**src/rtl/core/bpa_pkg.sv**
```systemverilog
// ----------------------------------------------------------------------------
// bpa_pkg
// Shared constants, types and helper functions of the bitmap page allocator.
// ----------------------------------------------------------------------------
package bpa_pkg;

	// Fixed field widths.
	localparam int WORD_BITS  = 64;
	localparam int BIT_W      = 6;
	localparam int PAGE_W     = 36;
	localparam int CNT_W      = 16;
	localparam int PIDX_W     = 15;
	localparam int STATUS_W   = 2;
	localparam int CFG_IDX_W  = 2;
	localparam int CFG_DATA_W = 36;

	// Default number of pages the bitmap can track.
	localparam int MAX_PAGES_DEF = 32768;

	// Pages below 1 MiB with 4 KiB pages are never handed out.
	localparam logic [PAGE_W-1:0] LOW_MEM_PAGE   = 36'd256;
	localparam logic [PAGE_W-1:0] BASE_RESET_VAL = 36'd256;

	// Result status codes.
	localparam logic [STATUS_W-1:0] ST_OK    = 2'd0;
	localparam logic [STATUS_W-1:0] ST_NOMEM = 2'd1;
	localparam logic [STATUS_W-1:0] ST_RANGE = 2'd2;

	// Configuration register indexes.
	localparam logic [CFG_IDX_W-1:0] REG_BASE  = 2'd0;
	localparam logic [CFG_IDX_W-1:0] REG_COUNT = 2'd1;
	localparam logic [CFG_IDX_W-1:0] REG_KFIRST = 2'd2;
	localparam logic [CFG_IDX_W-1:0] REG_KEND  = 2'd3;

	// Operation codes.
	localparam logic OP_FREE  = 1'b0;
	localparam logic OP_ALLOC = 1'b1;

	// Commands from the controller to the datapath.
	typedef struct packed {
		logic                latch_in;
		logic                addr_clr;
		logic                addr_inc;
		logic                addr_word;
		logic                wr_clear;
		logic                wr_free;
		logic                wr_alloc;
		logic                latch_idx;
		logic                load_page;
		logic                res_load;
		logic                res_grant;
		logic [STATUS_W-1:0] res_code;
		logic                out_load;
	} bpa_cmd_t;

	// Status from the datapath to the controller.
	typedef struct packed {
		logic op;
		logic pidx_oor;
		logic cnt_zero;
		logic word_nz;
		logic hit_in_range;
		logic next_in_range;
		logic guarded;
		logic last_word;
		logic out_busy;
	} bpa_stat_t;

	// Position of the lowest set bit of a word; zero for an empty word.
	function automatic logic [BIT_W-1:0] lowest_bit(input logic [WORD_BITS-1:0] w);
		logic [WORD_BITS-1:0] onehot;
		logic [BIT_W-1:0]     pos;
		onehot = w & (~w + 64'd1);
		pos = '0;
		for (int b = 0; b < WORD_BITS; b++) begin
			if (onehot[b]) begin
				pos = pos | BIT_W'(b);
			end
		end
		return pos;
	endfunction

endpackage

```
**src/rtl/core/bpa_ctrl.sv**
```systemverilog
// ----------------------------------------------------------------------------
// bpa_ctrl
// Controller state machine: clearing pass, mark-free, and the allocate scan.
// ----------------------------------------------------------------------------
module bpa_ctrl
	import bpa_pkg::*;
(
	input  logic      clk,
	input  logic      arst_n,
	input  logic      in_valid,
	output logic      in_ready,
	input  bpa_stat_t stat,
	output bpa_cmd_t  cmd
);

	localparam logic [3:0] S_CLEAR = 4'd0;
	localparam logic [3:0] S_IDLE  = 4'd1;
	localparam logic [3:0] S_DEC   = 4'd2;
	localparam logic [3:0] S_MF_RD = 4'd3;
	localparam logic [3:0] S_MF_WR = 4'd4;
	localparam logic [3:0] S_A_RD  = 4'd5;
	localparam logic [3:0] S_A_CHK = 4'd6;
	localparam logic [3:0] S_A_CLR = 4'd7;
	localparam logic [3:0] S_A_GRD = 4'd8;
	localparam logic [3:0] S_DONE  = 4'd9;

	logic [3:0] state_q;
	logic [3:0] state_d;

	assign in_ready = (state_q == S_IDLE);

	// Next state and command decode.
	always_comb begin
		state_d = state_q;
		cmd     = '0;
		case (state_q)
			S_CLEAR: begin
				cmd.wr_clear = 1'b1;
				cmd.addr_inc = 1'b1;
				if (stat.last_word) begin
					state_d = S_IDLE;
				end
			end
			S_IDLE: begin
				if (in_valid) begin
					cmd.latch_in = 1'b1;
					state_d      = S_DEC;
				end
			end
			S_DEC: begin
				if (stat.op == OP_FREE) begin
					if (stat.pidx_oor) begin
						cmd.res_load = 1'b1;
						cmd.res_code = ST_RANGE;
						state_d      = S_DONE;
					end else begin
						cmd.addr_word = 1'b1;
						state_d       = S_MF_RD;
					end
				end else if (stat.cnt_zero) begin
					cmd.res_load = 1'b1;
					cmd.res_code = ST_NOMEM;
					state_d      = S_DONE;
				end else begin
					cmd.addr_clr = 1'b1;
					state_d      = S_A_RD;
				end
			end
			S_MF_RD: begin
				state_d = S_MF_WR;
			end
			S_MF_WR: begin
				cmd.wr_free  = 1'b1;
				cmd.res_load = 1'b1;
				cmd.res_code = ST_OK;
				state_d      = S_DONE;
			end
			S_A_RD: begin
				state_d = S_A_CHK;
			end
			S_A_CHK: begin
				if (stat.word_nz) begin
					if (stat.hit_in_range) begin
						cmd.latch_idx = 1'b1;
						state_d       = S_A_CLR;
					end else begin
						cmd.res_load = 1'b1;
						cmd.res_code = ST_NOMEM;
						state_d      = S_DONE;
					end
				end else if (stat.next_in_range) begin
					cmd.addr_inc = 1'b1;
					state_d      = S_A_RD;
				end else begin
					cmd.res_load = 1'b1;
					cmd.res_code = ST_NOMEM;
					state_d      = S_DONE;
				end
			end
			S_A_CLR: begin
				cmd.wr_alloc  = 1'b1;
				cmd.load_page = 1'b1;
				state_d       = S_A_GRD;
			end
			S_A_GRD: begin
				// A guarded page stays consumed; rescan the same word.
				if (stat.guarded) begin
					state_d = S_A_RD;
				end else begin
					cmd.res_load  = 1'b1;
					cmd.res_grant = 1'b1;
					cmd.res_code  = ST_OK;
					state_d       = S_DONE;
				end
			end
			S_DONE: begin
				if (!stat.out_busy) begin
					cmd.out_load = 1'b1;
					state_d      = S_IDLE;
				end
			end
			default: begin
				state_d = S_IDLE;
			end
		endcase
	end

	// State register.
	always_ff @(posedge clk or negedge arst_n) begin
		if (!arst_n) begin
			state_q <= S_CLEAR;
		end else begin
			state_q <= state_d;
		end
	end

endmodule

```
**config.mk**
```make
export PLATFORM = sky130hd
export DESIGN_NAME = bpa_ctrl
export DESIGN_NICKNAME = d
export VERILOG_FILES = /design/src/rtl/core/bpa_pkg.sv /design/src/rtl/core/bpa_ctrl.sv
export SDC_FILE = /design/constraint.sdc
export NUM_CORES = 1
export LEC_CHECK = 0
export ABC_AREA = 1
export ABC_CLOCK_PERIOD_IN_PS = 1400
export BUFFER_PORTS_ARGS = -buffer_cell sky130_fd_sc_hd__buf_2
export CORE_AREA = 2 2 39 41
export CTS_CLUSTER_DIAMETER = 200
export DETAILED_ROUTE_END_ITERATION = 10
export DIE_AREA = 0 0 41 43
export PLACE_DENSITY = 0.66
export RECOVER_POWER = 50
export SLEW_MARGIN = 10
export SYNTH_ARGS = -nofsm -noshare
export SYNTH_HDL_FRONTEND = slang
export SYNTH_SLANG_ARGS = --single-unit
```
**constraint.sdc**
```tcl
create_clock -name clk -period 1.4 [get_ports clk]
set_input_delay 0.14 -clock clk [delete_from_list [all_inputs] [get_ports clk]]
set_output_delay 0.14 -clock clk [all_outputs]
set_load 0.05 [all_outputs]
```
* Word-level counts from Yosys, hierarchy flattened
Index checks and enable logic that the tools add are counted.
** Word-level totals
- Input port bits :: 12
- Output and inout port bits :: 15
- RAM bits :: 0
- Logic and storage cells :: 61
- Latch bits :: 0
- Bits in registers :: 4
- Memory bits (read-only) :: 0
- Memories :: 0
** Cells by class
- Muxes and demuxes :: 46
- Divide/modulo/power cells :: 0
- Order comparisons :: 0
- Reductions and logical operators :: 2
- Eq/ne operators :: 12
- Add/sub/neg operators :: 0
- Bitwise operators :: 0
- Shifts and indexed selects :: 0
- $mul :: 0
** Operators with widths (count)
- 4-bit two-way mux :: 11
- 4-bit one-hot mux with 10 select lines :: 1
- 1-bit two-way mux :: 28
- 4-bit by 3-bit equality test with 1-bit output (second input constant) :: 4
- 4-bit by 2-bit equality test with 1-bit output (second input constant) :: 2
- 4-bit equality test (second input constant) :: 2
- 2-bit two-way mux :: 3
- 2-bit inequality test (second input constant) :: 3
- 2-bit one-hot mux with 3 select lines :: 1
- 4-bit by 1-bit equality test with 1-bit output (second input constant) :: 1
- 4-bit logical NOT :: 1
- 1-bit one-hot mux with 4 select lines :: 1
- 3-bit AND reduction :: 1
- 1-bit one-hot mux with 2 select lines :: 1

* Longest topological paths before layout
Gate-level depths: netlist (run 1).
- Depth after elaboration :: 3
- Gate-level depth with buffers :: 7
- Depth with buffers taken out :: 7

* Worst setup path after synthesis (run 1)
Ideal clock, no wire load.
- Path type :: register to output
- Start point :: register state_q[0]
- End point :: output cmd[4] (netlist name)
- Path buffers :: 0
- Cell stages (with the launch flop) :: 6
- Arrival :: 1.902 ns
- Setup slack :: -0.642 ns
- Data required time :: 1.260 ns
- Cells stage by stage :: dfrtp_1 -> nor2_1 -> inv_1 -> nor2_1 -> a21oi_1 -> nand2_1
** RTL lines
- from (decl) :: line bpa_ctrl.sv:27 : logic [3:0] state_q;
- from (signal assigned) :: line bpa_ctrl.sv:133 : state_q <= state_d;
- to (decl) :: line bpa_ctrl.sv:13 : output bpa_cmd_t cmd

==> results of run 1 <==
==> final timing paths <==
check | from | end | slack, ns | depth (start not counted)
max | state_q[3]$_DFFE_PN0P_ | cmd[11] | -0.09 | 6
min | arst_n | state_q[1]$_DFFE_PN0P_ | 0.26 | 2
max reg2reg | state_q[3]$_DFFE_PN0P_ | state_q[3]$_DFFE_PN0P_ | 0.16 | 7
min reg2reg | state_q[0]$_DFFE_PN0P_ | state_q[0]$_DFFE_PN0P_ | 0.70 | 3
max in group asynchronous | arst_n | state_q[2]$_DFFE_PN0P_ | 0.92 | 2
min in group clk | stat[3] | state_q[2]$_DFFE_PN0P_ | 0.26 | 5
==> metal layers <==
layer	part of all wire, %	vias up
met5	0	-
met4	2.0	0
met3	3.3	4
met2	57	20
met1	37	317
li1	-	350
==> worst max-delay path, cell delays in order, from the launching register on <==
cell,delay [ns]
dfrtp_1,0.41
inv_2,0.13
nand2_2,0.07
nor2_2,0.15
nand3_2,0.11
o21ai_2,0.08
buf_6,0.18
==> layout by cell type, fill, tap and decap left out, types with 2 or more instances in the layout <==
cell type   n
nand4_1     2
nor2_2      9
buf_6      11
inv_2       9
clkbuf_4    3
nor2_1      7
nor2_4      5
nand3_2     4
nand2_2     6
nand3_1     6
nand2_1    20
buf_8       5
buf_4      15
inv_1      10
dfrtp_2     3
buf_2      10
==> area by class of cell <==
type                       count  share of cell area [%]
inverter                      19                    7.45
clock buffer                   3                    2.35
timing repair buffer          43                    39.2
tap                           16                    2.09
multi-input combinational     62                    38.0
sequential                     4                    10.8
==> where the power goes <==
group | internal (W) | total [W] | switching [W] | leakage, nW
clock network | 0.0000957 | 0.000141 | 0.0000452 | 0.0138
registers | 0.000171 | 0.000258 | 0.0000867 | 0.0472
logic | 0.000673 | 0.00162 | 0.000945 | 0.487
==> what timing repair did <==
item | CTS | global route
setup buffers | 4 | 3
hold buffers | 1 | 0
pin swaps | 7 | 3
endpoints found under the hold margin | 4 | 0
endpoints found under the setup margin | 13 | 15
resized for setup | 51 | 15
==> stage by stage <==
stage / worst slack (ns) / cell area (µm²) / cells / setup TNS, ns / total power, W
floorplan: -0.271 / 484 / 86 / -0.288 / 0.00103
detailed placement: -0.0244 / 694 / 136 / -0.0244 / 0.00139
global placement: 0.0105 / 694 / 136 / 0 / 0.00138
finish: -0.0940 / 957 / 147 / -0.730 / 0.00202
global route: -0.165 / 957 / 147 / -1.61 / 0.00212
CTS: -0.0561 / 893 / 144 / -0.364 / 0.00187
==> logic make-up after synthesis <==
group,share of synthesized area (%)
flip-flops,21.9
AND/OR/NAND/NOR,57.3
AO/OA/AOI/OAI,3.56
buffers and inverters,17.3
==> reports/metrics.yaml, run 1 <==
synthesis:
  syn_area_um2: 457
  ys_warn_count: 0
  yosysSeqAreaShare_pct: 21.9
  synthCells: 86
  synthFlopType: "dfrtp_1"
  synth_top_area_cell: "dfrtp_1"
  syn_avg_cell_area_um2: 5.31
  synth.distinct_cells: 13
  ys_ff_latch: 4
  synth_edf_count: 0
  synth_nets: 98
  synth_common_cells: "nand2_1 (26), nor2_1 (20), inv_1 (18), nand3_1 (7), dfrtp_1 (4)"
  synth.most_common_cell: "nand2_1"
  synthArstFlopShare_pct: 100
  synthTopCellsByArea: "dfrtp_1 (22%), nand2_1 (21%), nor2_1 (16%)"
  synth_top_area_share_pct: 21.9
setup_path:
  crit_type: "register to output pin"
  start_kind: "register"
  crit_fanout: 5
  cp-end-kind: "output pin"
  required_ns: 1.26
  worstPathArrival_ns: 1.35
power_and_ir_drop:
  p_per_area_nw_per_um2: 2110
  p_leak_nw: 0.548
  ir_worst_vdd_mv: 1.01
drt:
  remaining_drc_errors: 0
  first_pass_iters: 4
  drt-total-wl_um: 1680
  final_antenna_net_count: 0
  viasPerCell: 4.70
  vias: 691
  drt_iter0_drc: 9
  wl_per_cell_um: 11.4
clock_tree:
  cts_tree: "built"
  htreeDepth: 1
  clkSlewWorstSetupHoldPaths_ns: 0.04
  cts_sinks: 4
  cts_inserted_buffers: 3
  clk_latency_ns: 0.23
  cts_root_buffer: "clkbuf_4"
  clk_path_buf_depth: 2
floorplanning:
  coreArea_um2: 1380
  row_count: 14
  die_w_um: 41
  ios: 27
  die_area_um2: 1760
  die_y_um: 43
  initial_core_util_pct: 33.0
sta:
  max_slew_margin_pct: 85.2
  fin_hold_ws_ns: 0.262
  rsz0062_at_grt: "true"
  max_freq_ghz: 0.669
  tightest_slew_ns: 0.222
  fin_ws_ns: -0.0940
  setup_viol: 13
  skew_ns: 0.00827
  finalMaxSlewViolations: 0
  fin_crit_ns: 1.49
  fin_crit_sh_pct: 107
  hold_violations: 0
cells_and_area:
  largest_reg_flops: 4
  ff_latch_area_um2: 104
  drive_gt1_share_pct: 63.4
  nNetsFinal: 145
  finish.utilization_pct: 69.2
  antennaDiodeCount: 0
  multiInputGateArea_um2: 364
  regMostFlops: "state_q"
  reg_top3: "state_q: 4 flops"
  fill_cells: 109
  syn_to_final_growth_pct: 110
run_status:
  status: "complete, but fails checks"
  violations: "setup timing"
global_routing:
  grt_max_degree: 6
  antenna_found_initial: 0
  grt_use_met3_pct: 3.14
  overflow: 0
  grt_util_met1_pct: 24.8
  grt_use_met2_pct: 35.3
  grt_pass1_wl_um: 2550
  grt_use_total_pct: 21.2
  grt_pass1_vias: 644
  grt-busiest-layer: "met2"
min_path:
  min_path_type: "primary input to asynchronous set/reset pin"
placement:
  gp_congestion: 0.887
  io_buffers: 26
  dp_hpwl_um: 1150
flow_run:
  maxCapViolations: 0
No activity file was read; power rests on OpenSTA's default activity.
==> run 2, diff against run 1 <==
CORE_AREA = default   (was 2 2 39 41)
CORE_UTILIZATION = 35   (was default)
DIE_AREA = default   (was 0 0 41 43)
PLACE_DENSITY = 0.67   (was 0.66)
==> run 2 against run 1 <==
Net effect: the flow still finishes with violations (setup timing); setup slack better by 0.015 ns; non-clock buffer count decreased by 1; cell count is 2.0% lower; sequential share of layout area increased by 0.11 points; global-route usage increased by 2.8 points; clock power about the same; wire length shrank 11%; via count down 5.5%; hold slack better by 0.0086 ns; die area decreased by 18%; maximum frequency grew 1.0%; count of clock-buffer cells in the layout did not move.
==> reports/metrics.yaml, run 2 (synthesized netlist as in run 1, its figures left out) <==
drt:
  final_antenna_net_count: 0  # unchanged
  wl_per_cell_um: 10.4  # -9.4%
  drt-total-wl_um: 1490  # -11%
  vias: 653  # -5.5%
  remaining_drc_errors: 0  # unchanged
  first_pass_iters: 4  # unchanged
  viasPerCell: 4.53  # -3.5%
  drt_iter0_drc: 18  # +9
setup_path:
  r2r_start: "state_q[1]$_DFFE_PN0P_"
  slowest_delay_ns: 0.44  # +0.03 ns
  start_kind: "register"
  cp-end-kind: "output pin"
  required_ns: 1.26  # about the same
  crit_fanout: 6  # +1
  path_buf_inv: 2  # unchanged
  crit_family: "flip-flops"
  crit_type: "register to output pin"
  worstPathArrival_ns: 1.34  # about the same
  regToRegSetupSlack_ns: 0.02  # -0.14 ns
  reg2reg_depth: 8  # +1
  crit_slowest_cell: "dfrtp_2"
  crit_chain: "inv_2 > nor2_4 > nand2_2 > nor2_2 > nor2_1 > nand2_1 > buf_6"
  r2r_end: "state_q[0]$_DFFE_PN0P_"
placement:
  dp.cells: 132  # -2.9%
  gp_congestion: 0.843  # -4.9%
  placed_cell_area_um2: 677  # -2.5%
  dp_hpwl_um: 1030  # -10%
  io_buffers: 26  # unchanged
clock_tree:
  cts_inserted_buffers: 3  # unchanged
  clk_path_buf_depth: 2  # unchanged
  clkSlewWorstSetupHoldPaths_ns: 0.04  # about the same
  htreeDepth: 1  # unchanged
  cts_root_buffer: "clkbuf_4"
  cts_tree: "built"
  clk_latency_ns: 0.23  # about the same
  cts_sinks: 4  # unchanged
run_status:
  status: "complete, but fails checks"
  violations: "setup timing"
cells_and_area:
  final_design_area_no_fill_um2: 947  # -1.0%
  drive_gt1_share_pct: 63.1  # -0.28 points
  largest_reg_flops: 4  # unchanged
  nNetsFinal: 144  # -0.69%
  regMostFlops: "state_q"
  antennaDiodeCount: 0  # unchanged
  layout_commonest_cell: "nand2_1"
  syn_to_final_growth_pct: 107
  finish.utilization_pct: 81.9  # +13 points
  reg_top3: "state_q: 4 flops"
  finalNonFillerCells: 144  # -2.0%
  final_cell_mix: "nand2_1 (21), buf_4 (14), buf_6 (11)"
sta:
  finalMaxSlewViolations: 0  # unchanged
  fin_ws_ns: -0.0793  # +0.0148 ns
  setup_viol: 10  # -3
  fin_crit_sh_pct: 106  # -1.1 points
  skew_ns: 0.00265  # -0.00562 ns
  tightest_slew_ns: 0.218  # -0.00387 ns
  fin_crit_ns: 1.48  # -0.0148 ns
  max_slew_margin_pct: 85.4  # +0.24 points
  rsz0062_at_grt: "true"
  hold_violations: 0  # unchanged
  max_freq_ghz: 0.676  # +1.0%
  timing.setup.tns_ns: -0.503  # +0.227 ns
global_routing:
  grt_use_total_pct: 24.0  # +2.8 points
  grt_pass1_wl_um: 2350  # -7.9%
  grt_max_degree: 7  # +1
  grt-busiest-layer: "met2"
  antenna_found_initial: 0  # unchanged
  grt_util_met1_pct: 33.3  # +8.5 points
  grt_use_met3_pct: 3.49  # +0.35 points
  overflow: 0  # unchanged
  grt_pass1_vias: 553  # -14%
  grt_use_met2_pct: 35.2  # -0.14 points
power_and_ir_drop:
  p_per_area_nw_per_um2: 2070  # -1.7%
  p_total_w: 0.00196  # -2.8%
  ir_worst_vdd_mv: 1.17  # +15%
  p_leak_nw: 0.547  # -0.28%
min_path:
  min_path_type: "primary input to asynchronous set/reset pin"
floorplanning:
  coreArea_um2: 1160  # -16%
  die_w_um: 38.1  # -7.0%
  row_count: 12  # -2
  die_y_um: 38.1  # -11%
  ios: 27  # unchanged
  initial_core_util_pct: 39.5  # +6.5 points
  die_area_um2: 1450  # -18%
flow_run:
  maxCapViolations: 0  # unchanged
## run 2: cell types whose count changed in the layout (fill, tap and decap cells not counted)
cell,change
nand2_1,+1
buf_4,-1
inv_1,-1
inv_2,+1
nand2_2,-1
nor2_1,+1
nand3_2,+1
nor2_2,-1
nand3_1,-1
## run 2: routing by layer
layer | up-vias | wire length, µm
met4 | 0 | 15
met1 | 282 | 740
met3 | 2 | 48
met2 | 20 | 689
li1 | 349 | -
met5 | - | 0
## run 2: cell type report
| cell class | count | area, µm² |
|---|---|---|
| Timing Repair Buffer | 42 | 368 |
| Sequential cell | 4 | 104 |
| Inverter | 19 | 71.3 |
| Clock buffer | 3 | 22.5 |
| Fill cell | 78 | 209 |
| Multi-Input combinational cell | 62 | 364 |
| Tap cell | 14 | 17.5 |
## run 2: timing repair
item / in CTS / in global routing
hold buffers: 1 / 0
resized for setup: 50 / 17
setup buffers: 6 / 2
endpoints found under the hold margin: 4 / 0
pin swaps: 7 / 7
endpoints found under the setup margin: 15 / 15
## run 2: power by group
group	total (W)	leakage [nW]	internal [W]	switching, W
registers	0.000262	0.0472	0.000171	0.0000916
clock network	0.000138	0.0138	0.0000955	0.0000420
logic	0.00156	0.486	0.000638	0.000922
total	0.00196	0.547	0.000904	0.00106
## run 2: metrics by stage
| stage | setup slack, ns | hold WS (ns) |
|---|---|---|
| 6_report | -0.0793 | 0.270 |
| 4_1_cts | -0.0618 | 0.237 |
| 2_1_floorplan | -0.271 | -0.156 |
| 5_1_grt | -0.149 | 0.274 |
| 3_5_place_dp | -0.0255 | -0.0521 |
| 3_3_place_gp | -0.0104 | -0.0540 |
## run 2: how the worst max path moves through the flow
stage,slack (ns),to,cells after the start,from
3_3_place_gp,-0.01,cmd[4],6,state_q[1]$_DFFE_PN0P_
5_1_grt,-0.15,cmd[1],6,state_q[0]$_DFFE_PN0P_
4_1_cts,-0.06,cmd[4],7,state_q[3]$_DFFE_PN0P_
6_report,-0.08,cmd[4],7,state_q[1]$_DFFE_PN0P_
3_5_place_dp,-0.03,cmd[4],6,state_q[1]$_DFFE_PN0P_
2_1_floorplan,-0.27,cmd[4],6,state_q[3]$_DFFE_PN0P_
